<file path="src/hdl/rgcm_pkg.sv">
// Types and constants shared by the run-group mean core modules.
package rgcm_pkg;

    localparam int unsigned COORD_W    = 32;
    localparam int unsigned KEY_W      = 32;
    // Wide enough for the sum of 63 full-range coordinates.
    localparam int unsigned SUM_W      = 38;
    localparam int unsigned CNT_W      = 6;
    localparam int unsigned LANES      = 3;
    localparam int unsigned FIFO_DEPTH = 2;

    typedef logic signed [COORD_W-1:0] t_coord;
    typedef logic signed [SUM_W-1:0]   t_sum;
    typedef logic [CNT_W-1:0]          t_count;
    typedef logic [KEY_W-1:0]          t_key;

    typedef struct packed {
        t_key   cell_key;
        t_coord center_x;
        t_coord center_y;
        t_coord center_z;
        logic   end_of_data;
    } t_in_item;

    typedef struct packed {
        t_coord mean_x;
        t_coord mean_y;
        t_coord mean_z;
        t_key   group_key;
        logic   last_of_burst;
    } t_out_item;

    // A closed run handed from the front to the back.
    typedef struct packed {
        t_sum   sum_x;
        t_sum   sum_y;
        t_sum   sum_z;
        t_count count;
        t_key   key;
        logic   last;
    } t_close_cmd;

    typedef enum logic [1:0] {
        BACK_IDLE,
        BACK_DIV,
        BACK_EMIT
    } t_back_state;

endpackage

</file>
<file path="src/hdl/rgcm_front.sv">
// Front end: accepts cells, accumulates the open run and issues close requests.
module rgcm_front
    import rgcm_pkg::*;
#(
    parameter int unsigned MAX_RUN = 32
) (
    input  logic       i_clk,
    input  logic       i_rst_n,
    input  logic       push,
    output logic       full,
    input  t_in_item   i_item,
    output logic       o_cmd_wr,
    output t_close_cmd o_cmd,
    input  logic       i_cmd_full
);

    t_in_item r_item;
    logic     r_item_vld;
    t_key     r_run_key;
    t_count   r_run_cnt;
    t_sum     r_sum [LANES];

    t_sum     item_c   [LANES];
    t_sum     sum_new  [LANES];
    t_count   cnt_new;
    logic     key_diff;
    logic     close_new;
    logic     advance;

    assign item_c[0] = t_sum'(r_item.center_x);
    assign item_c[1] = t_sum'(r_item.center_y);
    assign item_c[2] = t_sum'(r_item.center_z);

    always_comb begin
        for (int i = 0; i < LANES; i++) begin
            sum_new[i] = r_sum[i] + item_c[i];
        end
    end

    assign cnt_new   = r_run_cnt + 1'b1;
    assign key_diff  = (r_run_cnt != '0) && (r_item.cell_key != r_run_key);
    assign close_new = (cnt_new == t_count'(MAX_RUN)) || r_item.end_of_data;
    assign advance   = r_item_vld && (!(key_diff || close_new) || !i_cmd_full);
    assign o_cmd_wr  = r_item_vld && (key_diff || close_new) && !i_cmd_full;
    assign full      = r_item_vld;

    // A key change first closes the old run; the cell is then taken against an empty run on
    // the following cycle, unless its own close request then finds the queue full.
    always_comb begin
        if (key_diff) begin
            o_cmd.sum_x = r_sum[0];
            o_cmd.sum_y = r_sum[1];
            o_cmd.sum_z = r_sum[2];
            o_cmd.count = r_run_cnt;
            o_cmd.key   = r_run_key;
            o_cmd.last  = !r_item.end_of_data;
        end else begin
            o_cmd.sum_x = sum_new[0];
            o_cmd.sum_y = sum_new[1];
            o_cmd.sum_z = sum_new[2];
            o_cmd.count = cnt_new;
            o_cmd.key   = r_item.cell_key;
            o_cmd.last  = 1'b1;
        end
    end

    always_ff @(posedge i_clk) begin
        if (!i_rst_n) begin
            r_item_vld <= 1'b0;
            r_run_cnt  <= '0;
            r_run_key  <= '0;
            for (int i = 0; i < LANES; i++) begin
                r_sum[i] <= '0;
            end
        end else begin
            if (push && !r_item_vld) begin
                r_item_vld <= 1'b1;
            end else if (advance) begin
                if (key_diff) begin
                    r_run_cnt <= '0;
                    for (int i = 0; i < LANES; i++) begin
                        r_sum[i] <= '0;
                    end
                end else begin
                    r_item_vld <= 1'b0;
                    r_run_key  <= r_item.cell_key;
                    if (close_new) begin
                        r_run_cnt <= '0;
                        for (int i = 0; i < LANES; i++) begin
                            r_sum[i] <= '0;
                        end
                    end else begin
                        r_run_cnt <= cnt_new;
                        for (int i = 0; i < LANES; i++) begin
                            r_sum[i] <= sum_new[i];
                        end
                    end
                end
            end
        end
    end

    always_ff @(posedge i_clk) begin
        if (push && !r_item_vld) begin
            r_item <= i_item;
        end
    end

endmodule

</file>
<file path="src/hdl/rgcm_cmd_fifo.sv">
// Short queue of close requests between the front and the back.
module rgcm_cmd_fifo
    import rgcm_pkg::*;
(
    input  logic       i_clk,
    input  logic       i_rst_n,
    input  logic       i_wr,
    input  t_close_cmd i_data,
    output logic       o_full,
    input  logic       i_rd,
    output t_close_cmd o_data,
    output logic       o_empty
);

    localparam int unsigned PTR_W = $clog2(FIFO_DEPTH);
    localparam int unsigned LVL_W = $clog2(FIFO_DEPTH + 1);

    t_close_cmd       r_mem [FIFO_DEPTH];
    logic [PTR_W-1:0] r_wr_ptr;
    logic [PTR_W-1:0] r_rd_ptr;
    logic [LVL_W-1:0] r_level;
    logic             do_wr;
    logic             do_rd;

    assign o_full  = (r_level == LVL_W'(FIFO_DEPTH));
    assign o_empty = (r_level == '0);
    assign do_wr   = i_wr && !o_full;
    assign do_rd   = i_rd && !o_empty;
    assign o_data  = r_mem[r_rd_ptr];

    always_ff @(posedge i_clk) begin
        if (!i_rst_n) begin
            r_wr_ptr <= '0;
            r_rd_ptr <= '0;
            r_level  <= '0;
        end else begin
            if (do_wr) begin
                r_wr_ptr <= (r_wr_ptr == PTR_W'(FIFO_DEPTH - 1)) ? '0 : r_wr_ptr + 1'b1;
            end
            if (do_rd) begin
                r_rd_ptr <= (r_rd_ptr == PTR_W'(FIFO_DEPTH - 1)) ? '0 : r_rd_ptr + 1'b1;
            end
            if (do_wr && !do_rd) begin
                r_level <= r_level + 1'b1;
            end else if (do_rd && !do_wr) begin
                r_level <= r_level - 1'b1;
            end
        end
    end

    always_ff @(posedge i_clk) begin
        if (do_wr) begin
            r_mem[r_wr_ptr] <= i_data;
        end
    end

endmodule

</file>
<file path="src/hdl/rgcm_back.sv">
// Back end: divides the three run sums by the cell count and emits the copies.
module rgcm_back
    import rgcm_pkg::*;
(
    input  logic       i_clk,
    input  logic       i_rst_n,
    input  t_close_cmd i_cmd,
    input  logic       i_cmd_empty,
    output logic       o_cmd_pop,
    output t_out_item  o_result,
    output logic       empty,
    input  logic       pop
);

    localparam int unsigned STEP_W = $clog2(SUM_W);

    typedef struct packed {
        t_count           rem;
        logic [SUM_W-1:0] quo;
    } t_div_lane;

    // One restoring step: the quotient register shifts the dividend out
    // at the top while quotient bits enter at the bottom.
    function automatic t_div_lane div_step(t_div_lane cur, t_count divisor);
        logic [CNT_W:0] trial;
        logic           qbit;
        t_div_lane      nxt;
        trial = {cur.rem, cur.quo[SUM_W-1]};
        qbit  = (trial >= {1'b0, divisor});
        if (qbit) begin
            nxt.rem = CNT_W'(trial - {1'b0, divisor});
        end else begin
            nxt.rem = trial[CNT_W-1:0];
        end
        nxt.quo = {cur.quo[SUM_W-2:0], qbit};
        return nxt;
    endfunction

    t_back_state      r_state;
    t_back_state      n_state;
    t_div_lane        r_lane [LANES];
    logic             r_neg  [LANES];
    t_count           r_count;
    t_key             r_key;
    logic             r_last;
    logic [STEP_W-1:0] r_step;
    t_count           r_emit_cnt;
    t_out_item        r_out;
    logic             r_out_vld;

    t_sum             cmd_sum [LANES];
    logic [SUM_W-1:0] quo_s   [LANES];
    logic             div_run;
    logic             emit_load;
    logic             emit_final;
    t_out_item        result;

    assign cmd_sum[0] = i_cmd.sum_x;
    assign cmd_sum[1] = i_cmd.sum_y;
    assign cmd_sum[2] = i_cmd.sum_z;

    assign emit_final = (r_emit_cnt == t_count'(r_count - 1'b1));

    always_comb begin
        n_state = r_state;
        unique case (r_state)
            BACK_IDLE: begin
                if (!i_cmd_empty) begin
                    n_state = BACK_DIV;
                end
            end
            BACK_DIV: begin
                if (r_step == STEP_W'(SUM_W - 1)) begin
                    n_state = BACK_EMIT;
                end
            end
            BACK_EMIT: begin
                if (emit_load && emit_final) begin
                    n_state = BACK_IDLE;
                end
            end
            default: n_state = BACK_IDLE;
        endcase
    end

    always_comb begin
        o_cmd_pop = 1'b0;
        div_run   = 1'b0;
        emit_load = 1'b0;
        unique case (r_state)
            BACK_IDLE: o_cmd_pop = !i_cmd_empty;
            BACK_DIV:  div_run   = 1'b1;
            BACK_EMIT: emit_load = !r_out_vld || pop;
            default: begin
                o_cmd_pop = 1'b0;
            end
        endcase
    end

    always_comb begin
        for (int i = 0; i < LANES; i++) begin
            quo_s[i] = r_neg[i] ? (~r_lane[i].quo + 1'b1) : r_lane[i].quo;
        end
        result.mean_x        = t_coord'(quo_s[0][COORD_W-1:0]);
        result.mean_y        = t_coord'(quo_s[1][COORD_W-1:0]);
        result.mean_z        = t_coord'(quo_s[2][COORD_W-1:0]);
        result.group_key     = r_key;
        result.last_of_burst = r_last && emit_final;
    end

    always_ff @(posedge i_clk) begin
        if (!i_rst_n) begin
            r_state   <= BACK_IDLE;
            r_out_vld <= 1'b0;
        end else begin
            r_state <= n_state;
            if (emit_load) begin
                r_out_vld <= 1'b1;
            end else if (pop) begin
                r_out_vld <= 1'b0;
            end
        end
    end

    always_ff @(posedge i_clk) begin
        if (o_cmd_pop) begin
            for (int i = 0; i < LANES; i++) begin
                r_neg[i]      <= cmd_sum[i][SUM_W-1];
                r_lane[i].quo <= cmd_sum[i][SUM_W-1] ? (~cmd_sum[i] + 1'b1) : cmd_sum[i];
                r_lane[i].rem <= '0;
            end
            r_count    <= i_cmd.count;
            r_key      <= i_cmd.key;
            r_last     <= i_cmd.last;
            r_step     <= '0;
            r_emit_cnt <= '0;
        end
        if (div_run) begin
            for (int i = 0; i < LANES; i++) begin
                r_lane[i] <= div_step(r_lane[i], r_count);
            end
            r_step <= r_step + 1'b1;
        end
        if (emit_load) begin
            r_out      <= result;
            r_emit_cnt <= r_emit_cnt + 1'b1;
        end
    end

    assign o_result = r_out;
    assign empty    = !r_out_vld;

endmodule

</file>
<file path="src/hdl/run_group_coordinate_mean_core.sv">
// With the back end idle, a run's first result follows the cell that closes it: its close
// request is queued, the back end divides the three run sums in parallel bit-serial lanes,
// then emits one result per cycle while the result port is not stalled; it takes the next
// request only after a run's last result. The front end holds one cell at a time.
// Reset is synchronous and active low; it empties the queue and the output register
// and leaves no open run, and no clearing pass follows.
module run_group_coordinate_mean_core
    import rgcm_pkg::*;
#(
    parameter int unsigned MAX_RUN = 32
) (
    input  logic      i_clk,
    input  logic      i_rst_n,
    input  logic      push,
    output logic      full,
    input  t_in_item  i_item,
    output logic      empty,
    input  logic      pop,
    output t_out_item o_result
);

    logic       cmd_wr;
    logic       cmd_full;
    logic       cmd_pop;
    logic       cmd_empty;
    t_close_cmd cmd_in;
    t_close_cmd cmd_out;

    rgcm_front #(
        .MAX_RUN (MAX_RUN)
    ) u_front (
        .i_clk      (i_clk),
        .i_rst_n    (i_rst_n),
        .push       (push),
        .full       (full),
        .i_item     (i_item),
        .o_cmd_wr   (cmd_wr),
        .o_cmd      (cmd_in),
        .i_cmd_full (cmd_full)
    );

    rgcm_cmd_fifo u_fifo (
        .i_clk   (i_clk),
        .i_rst_n (i_rst_n),
        .i_wr    (cmd_wr),
        .i_data  (cmd_in),
        .o_full  (cmd_full),
        .i_rd    (cmd_pop),
        .o_data  (cmd_out),
        .o_empty (cmd_empty)
    );

    rgcm_back u_back (
        .i_clk       (i_clk),
        .i_rst_n     (i_rst_n),
        .i_cmd       (cmd_out),
        .i_cmd_empty (cmd_empty),
        .o_cmd_pop   (cmd_pop),
        .o_result    (o_result),
        .empty       (empty),
        .pop         (pop)
    );

endmodule

</file>
<file path="config.mk">
export PLATFORM = sky130hd
export DESIGN_NAME = run_group_coordinate_mean_core
export DESIGN_NICKNAME = d
export VERILOG_FILES = /design/src/hdl/rgcm_pkg.sv /design/src/hdl/rgcm_front.sv /design/src/hdl/rgcm_cmd_fifo.sv /design/src/hdl/rgcm_back.sv /design/src/hdl/run_group_coordinate_mean_core.sv
export SDC_FILE = /design/constraint.sdc
export NUM_CORES = 2
export LEC_CHECK = 0
export BUFFER_PORTS_ARGS = -buffer_cell sky130_fd_sc_hd__buf_2
export CAP_MARGIN = 5
export CORE_MARGIN = 5
export CORE_UTILIZATION = 45
export DETAILED_ROUTE_END_ITERATION = 12
export PLACE_DENSITY = 0.7
export SLEW_MARGIN = 20
export SYNTH_ARGS = -nofsm -noshare
export SYNTH_HDL_FRONTEND = slang
export SYNTH_SLANG_ARGS = --single-unit
export TNS_END_PERCENT = 30
</file>
<file path="constraint.sdc">
create_clock -name i_clk -period 15.47 [get_ports i_clk]
set_input_delay 0 -clock i_clk [delete_from_list [all_inputs] [get_ports i_clk]]
set_output_delay 0 -clock i_clk [all_outputs]
set_load 0.03 [all_outputs]
</file>
After elaboration in Yosys (flattened, before gate mapping)

Memory sizes are Yosys's and may differ from the RTL's. A register that Yosys moved wholly into a read port is not among the register bits.
Cells that the tools add are included.
W data, S select, Z words.

Bits in registers: 355
Logic and storage cells: 188
Output and inout port bits: 131
Memories: 4
Bits in writable memories: 555
Bits of input ports: 133

Add/sub/neg operators: 20
Magnitude comparators: 3
Reductions and logical operators: 35
Muxes and demuxes: 72
Bitwise logic cells: 20
Equality and inequality tests: 11

Memory list:

| memory        | depth | width | rd ports | clocked after Yosys merged registers in | write ports | line                | source |
|---|---|---|---|---|---|---|---|
| u_fifo.r_mem  | 2     | 153   | 1        | 1                                       | 1           | rgcm_cmd_fifo.sv:18 | `t_close_cmd r_mem [FIFO_DEPTH];` |
| u_back.r_lane | 3     | 44    | 3        | 0                                       | 3           | rgcm_back.sv:41     | `t_div_lane r_lane [LANES];` |
| u_front.r_sum | 3     | 38    | 3        | 0                                       | 3           | rgcm_front.sv:21    | `t_sum r_sum [LANES];` |
| u_back.r_neg  | 3     | 1     | 3        | 0                                       | 3           | rgcm_back.sv:42     | `logic r_neg [LANES];` |

Operator list:

| operator                | count |
|---|---|
| $mux W38                | 12 |
| $mux W153               | 1 |
| $mux W44                | 3 |
| $add A38 B1 Y38 const B | 3 |
| $add A38 B32 Y38        | 3 |
| $not A38 Y38            | 3 |
| $add A32 B1 Y32 const B | 3 |
| $mux W32                | 3 |
| $not A32 Y32            | 3 |
| $mux W6                 | 11 |
| $mux W1                 | 36 |
| $ne A32 B32 Y1          | 1 |
| $ge A7 B6 Y1            | 3 |
| $add A6 B1 Y6 const B   | 3 |
| $sub A6 B6 Y6           | 3 |
| $eq A6 B6 Y1 const B    | 2 |
| $or A1 B1 Y1            | 12 |
| $logic_and A1 B1 Y1     | 11 |
| $mux W2                 | 5 |
| $reduce_bool A2 Y1      | 5 |
| $logic_not A1 Y1        | 8 |
| $eq A6 B6 Y1            | 1 |
| $pmux W2 S3             | 1 |
| $reduce_and A3 Y1       | 2 |
| 13 further kinds        | 23 |

Longest topological paths before layout

Depth after elaboration: 14
Mapped depth: 20
Depth with buffers taken out: 13

By module

A second synthesis with hierarchy kept.

Cell total of the unflattened synthesis: 3748
Area, all modules: 45830.2 um^2

Modules (own cells, without submodules):

| module        | area an instance (um^2) | cells an instance | instances | seq. area each (um^2) |
|---|---|---|---|---|
| rgcm_front    | 17506.8                 | 1788              | 1         | 8077.7 |
| rgcm_back     | 16773.6                 | 1459              | 1         | 9519.1 |
| rgcm_cmd_fifo | 11549.8                 | 501               | 1         | 9288.9 |

Worst setup path before layout

No wires, ideal clock.

Path type: reg2reg
Start point: reg u_front.r_run_cnt[2]
End point: reg u_fifo.r_wr_ptr
Arrival time: 12.622 ns
Data required time: 15.364 ns
Setup slack: 2.742 ns
Buffers on the path: 1
Library setup time: 0.106 ns
Period minus slack after synthesis: 12.728 ns
Stages on the path, launching flop included: 9
Cells stage by stage: dfxtp_1 -> clkbuf_1 -> and3_1 -> nand3_1 -> o21ai_0 -> a31oi_1 -> nor2b_1 -> nor3_1 -> o21a_1

Cells in the longest elaborated chain, start to end: 7
Elaborated cells between the ends (all ways): 9
Classes of those cells: add/sub (1); eq/ne (1); reduce/logical (7)

RTL lines:

| item                                | line                | source |
|---|---|---|
| start: declaration                  | rgcm_front.sv:20    | `t_count r_run_cnt;` |
| start signal: assignment            | rgcm_front.sv:93    | `r_run_cnt <= cnt_new;` |
| $add A6 B1 Y6                       | rgcm_front.sv:40    | `assign cnt_new = r_run_cnt + 1'b1;` |
| $eq A6 B6 Y1                        | rgcm_front.sv:42    | `assign close_new = (cnt_new == t_count'(MAX_RUN)) \|\| r_item.end_of_data;` |
| $logic_or A1 B1 Y1                  | rgcm_front.sv:42    |  |
| $logic_or A1 B1 Y1 *                | rgcm_front.sv:44    | `assign o_cmd_wr = r_item_vld && (key_diff \|\| close_new) && !i_cmd_full;` |
| $logic_and A1 B1 Y1 * (2 in series) | rgcm_front.sv:44    |  |
| $logic_and A1 B1 Y1 *               | rgcm_cmd_fifo.sv:27 | `assign do_wr = i_wr && !o_full;` |
| end signal: assignment              | rgcm_cmd_fifo.sv:38 | `r_wr_ptr <= (r_wr_ptr == PTR_W'(FIFO_DEPTH - 1)) ? '0 : r_wr_ptr + 1'b1;` |
| end: declaration                    | rgcm_cmd_fifo.sv:19 | `logic [PTR_W-1:0] r_wr_ptr;` |

Every way passes the cells marked *; elsewhere a longest branch is shown, timed or not.
A chain may end at the register's enable or synchronous reset.

==> results.md <==
- Register bit total from synthesis: 911
- Maximum vdd drop: approximately 0.00016 V
- LEAKAGE: 18.9 nW
- Mapped cell area: 44,700 sq um
- # nets final: 4,446
- R2r setup slk: 11,100 ps
- ANT nets after route: 0
- Endpoints failing hold: 0
- Die Span Y: ~330 um
- Power per cell area: 164 nW/um^2
- Antenna diodes: 0
- Worst Hold End: u_front.item_c[11]
- Share of layout cells above drive strength 1: 13.7%
- Element type at the critical path end: register
- Synth Net Count: around 4,000
- DRC errors left: 0
- Setup violators final: 0
- Fin. max-slew vios: 0
- Unrepaired setup endpoints after global routing: no
- Synth Warn #: 0
- Period utilization: 28.3%
- Total power: around 0.0087 W
- Hold_buf cts: 208
- Mean Syn Cell Area: 12.0 sq um
- Worst r2r path cells: 9
- Clk_skew: 39.3 ps
- Tmin final: 4370 ps
- Largest net degree at the start of global routing: 210
- Area delta synth->final: 17.8%
- CTS H-tree lvls: 3
- Instance count of the mapped netlist: about 3,700
- First-pass GRT wire length: ~160 mm
- Fmax: ~230 MHz
- Worst-path fanout max: 69
- Clk Latency, worst-skew pair: 690 ps
- Global Route Usage Sum: between 10% and 20%
- Via density: 5.33
- FFs w/ async S/R, synth: 0%
- Fill cells: roughly 8,300
- CTS root buffer: clkbuf_16
- Final WL: between 100 and 150 mm
- Setup Buffers After CTS: 0
- Number of synthesized flops with an enable pin: roughly 860
- Core Footprint: between 90,000 and 100,000 sq um
- Ys flop type: edfxtp_1
- FP Rows: between 100 and 150
- Max-Cap Viols: 0
- Worst slew margin: 26.8%
- Die width: 325 um
- Hold path depth: 2
- CTS tree: built
- Beginning of the worst hold path: i_item[12]
- Final hold slack: between 30 and 40 ps
- Worst-path clk slew: 60 ps
- Slew @ Worst Pin: 1100 ps
- Remaining Overflow, GRT: 0
- Critical Path AT: 4670 ps
- Setup TNS: 0 ps
- Initial antenna violation count: 5
- Type of origin of the critical path: register
- Vias in the first global route: 28,900
- Status: finished, final reports clean
- CTS Sinks: between 900 and 1,000
- Critical path class: register to register
- DR iter-0 viols: 2,244
- Initial Util: a little under half
- GP Congestion: 0.864
- RR Startpoint: u_front.r_item[126]
- First-pass DRT Iterations: 5
- Clk buf depth: 3
- Netlist cell types: 93
- CTS Buf Count: 96
- Post-CTS sizing: 0
- I/O Buffers: 263
- Die ar.: 106,000 sq um
- Wire per inst: 18.5 um
- Sequential fraction of the synthesis area: 60.1%
- Dpl hpwl: approximately 70 mm
- Util after Layout: 53.4%
- Required @ worst endpoint: ~16,000 ps
- Boundary Pins: 264
- Hold Path Class: input port to register
- Reg-to-reg endpoint: u_front.r_sum[0][67]
- Via Count: 29,500
==> area by class of cell <==
class | instances | area (sq um) | area share, %
Sequential cell | 911 | 26900 | 51.1
Clock inverter | 74 | 820 | 1.56
Multi-Input combinational cell | 2568 | 16900 | 32.1
Tap cell | 1287 | 1610 | 3.06
Timing Repair Buffer | 499 | 3630 | 6.90
Clock buffer | 107 | 2450 | 4.66
Inverter | 89 | 339 | 0.644
==> critical path: stages (launching register included) <==
cell and delay [ps]:
edfxtp_1 420, xnor2_1 210, nand4_1 120, nor4_1 650
a22oi_2 180, nor2b_1 380, o21ai_0 330, nand2_4 150
buf_4 790, buf_4 660
==> cell usage after synthesis (all sizes together), types with 34 or more instances <==
| cell | number | share of area (%) |
|---|---|---|
| nor3 | 48 | 0.56 |
| ha | 142 | 4.0 |
| inv | 88 | 0.74 |
| mux2 | 77 | 1.9 |
| nand3 | 46 | 0.53 |
| edfxtp | 864 | 58 |
| dfxtp | 47 | 2.1 |
| a21oi | 175 | 2.0 |
| o31ai | 45 | 0.78 |
| nor2 | 270 | 2.3 |
| clkbuf | 117 | 0.98 |
| a21o | 63 | 1.1 |
| mux2i | 106 | 2.4 |
| nand2 | 460 | 3.9 |
| xor2 | 118 | 2.3 |
| a21boi | 43 | 0.72 |
| xnor2 | 250 | 4.9 |
| nand4 | 34 | 0.49 |
| o21ai | 361 | 4.0 |
==> sequential cells by signal, indices dropped and copies added, names as in the netlist, 32 cells and up, named ones only <==
signal / flops
u_fifo.r_mem: 306
u_back.r_lane: 132
u_back.o_result: 129
u_front.r_sum: 114
u_front.item_c: 96
u_front.r_item: 33
u_back.r_key: 32
u_front.r_run_key: 32
==> cells by family (layout without fill, tap and decap cells) <==
kind of cell             after synthesis  in the layout  share of synthesized area [%]
AND/OR/NAND/NOR                     1036           1036                           10.6
flip-flops                           911            911                           60.1
AO/OA/AOI/OAI                        833            833                           11.3
XOR/XNOR                             368            368                           7.21
buffers and inverters                239            769                           2.17
multiplexers                         183            183                           4.34
adder cells (fa/ha/maj)              148            148                           4.24
==> cells in the final DEF (no fill, tap or decap), types with 33 or more instances in the layout <==
| master | count |
|---|---|
| edfxtp_1 | 864 |
| nand2_1 | 457 |
| o21ai_0 | 344 |
| nor2_1 | 269 |
| buf_2 | 263 |
| xnor2_1 | 250 |
| dlygate4sd3_1 | 208 |
| a21oi_1 | 174 |
| ha_1 | 142 |
| xor2_1 | 118 |
| mux2i_1 | 104 |
| clkbuf_16 | 96 |
| inv_1 | 86 |
| mux2_2 | 77 |
| a21o_1 | 63 |
| dfxtp_1 | 46 |
| nand3_1 | 45 |
| nor3_1 | 45 |
| o31ai_1 | 43 |
| a21boi_0 | 41 |
| nand4_1 | 33 |
==> where the power goes <==
part	switching, W	total (W)	internal [W]
Combinational	0.00155	0.00249	0.000934
Sequential	0.000356	0.00380	0.00344
Clock	0.00101	0.00237	0.00136
Total	0.00292	0.00866	0.00574
==> metal layers <==
layer	routed length, um	up-vias	global-route usage (%)
met1	47400	14100	26.8
met2	47300	712	30.6
li1	-	14600	-
met3	5440	139	2.64
met5	0	-	0
met4	2280	0	5.37
==> worst max path at each step <==
stage	start	end
floorplan	u_front.r_run_cnt[2]	u_fifo.r_wr_ptr
global placement	u_front.r_item[98]	u_front.r_sum[0][68]
detailed placement	u_front.r_item[126]	u_front.r_sum[0][70]
CTS	u_front.r_item[126]	u_front.r_sum[0][66]
global route	u_front.r_item[126]	u_front.r_sum[0][67]
finish	u_front.r_item[126]	u_front.r_sum[0][67]
==> through the flow <==
stage	instances	instance area (sq um)	setup slack [ps]
2_1_floorplan	3718	44700	2740
3_3_place_gp	5146	47300	11110
3_5_place_dp	5146	47300	11030
4_1_cts	5535	52600	10980
5_1_grt	5535	52700	10800
6_report	5535	52700	11100
Power figures use the tool's default switching activity.
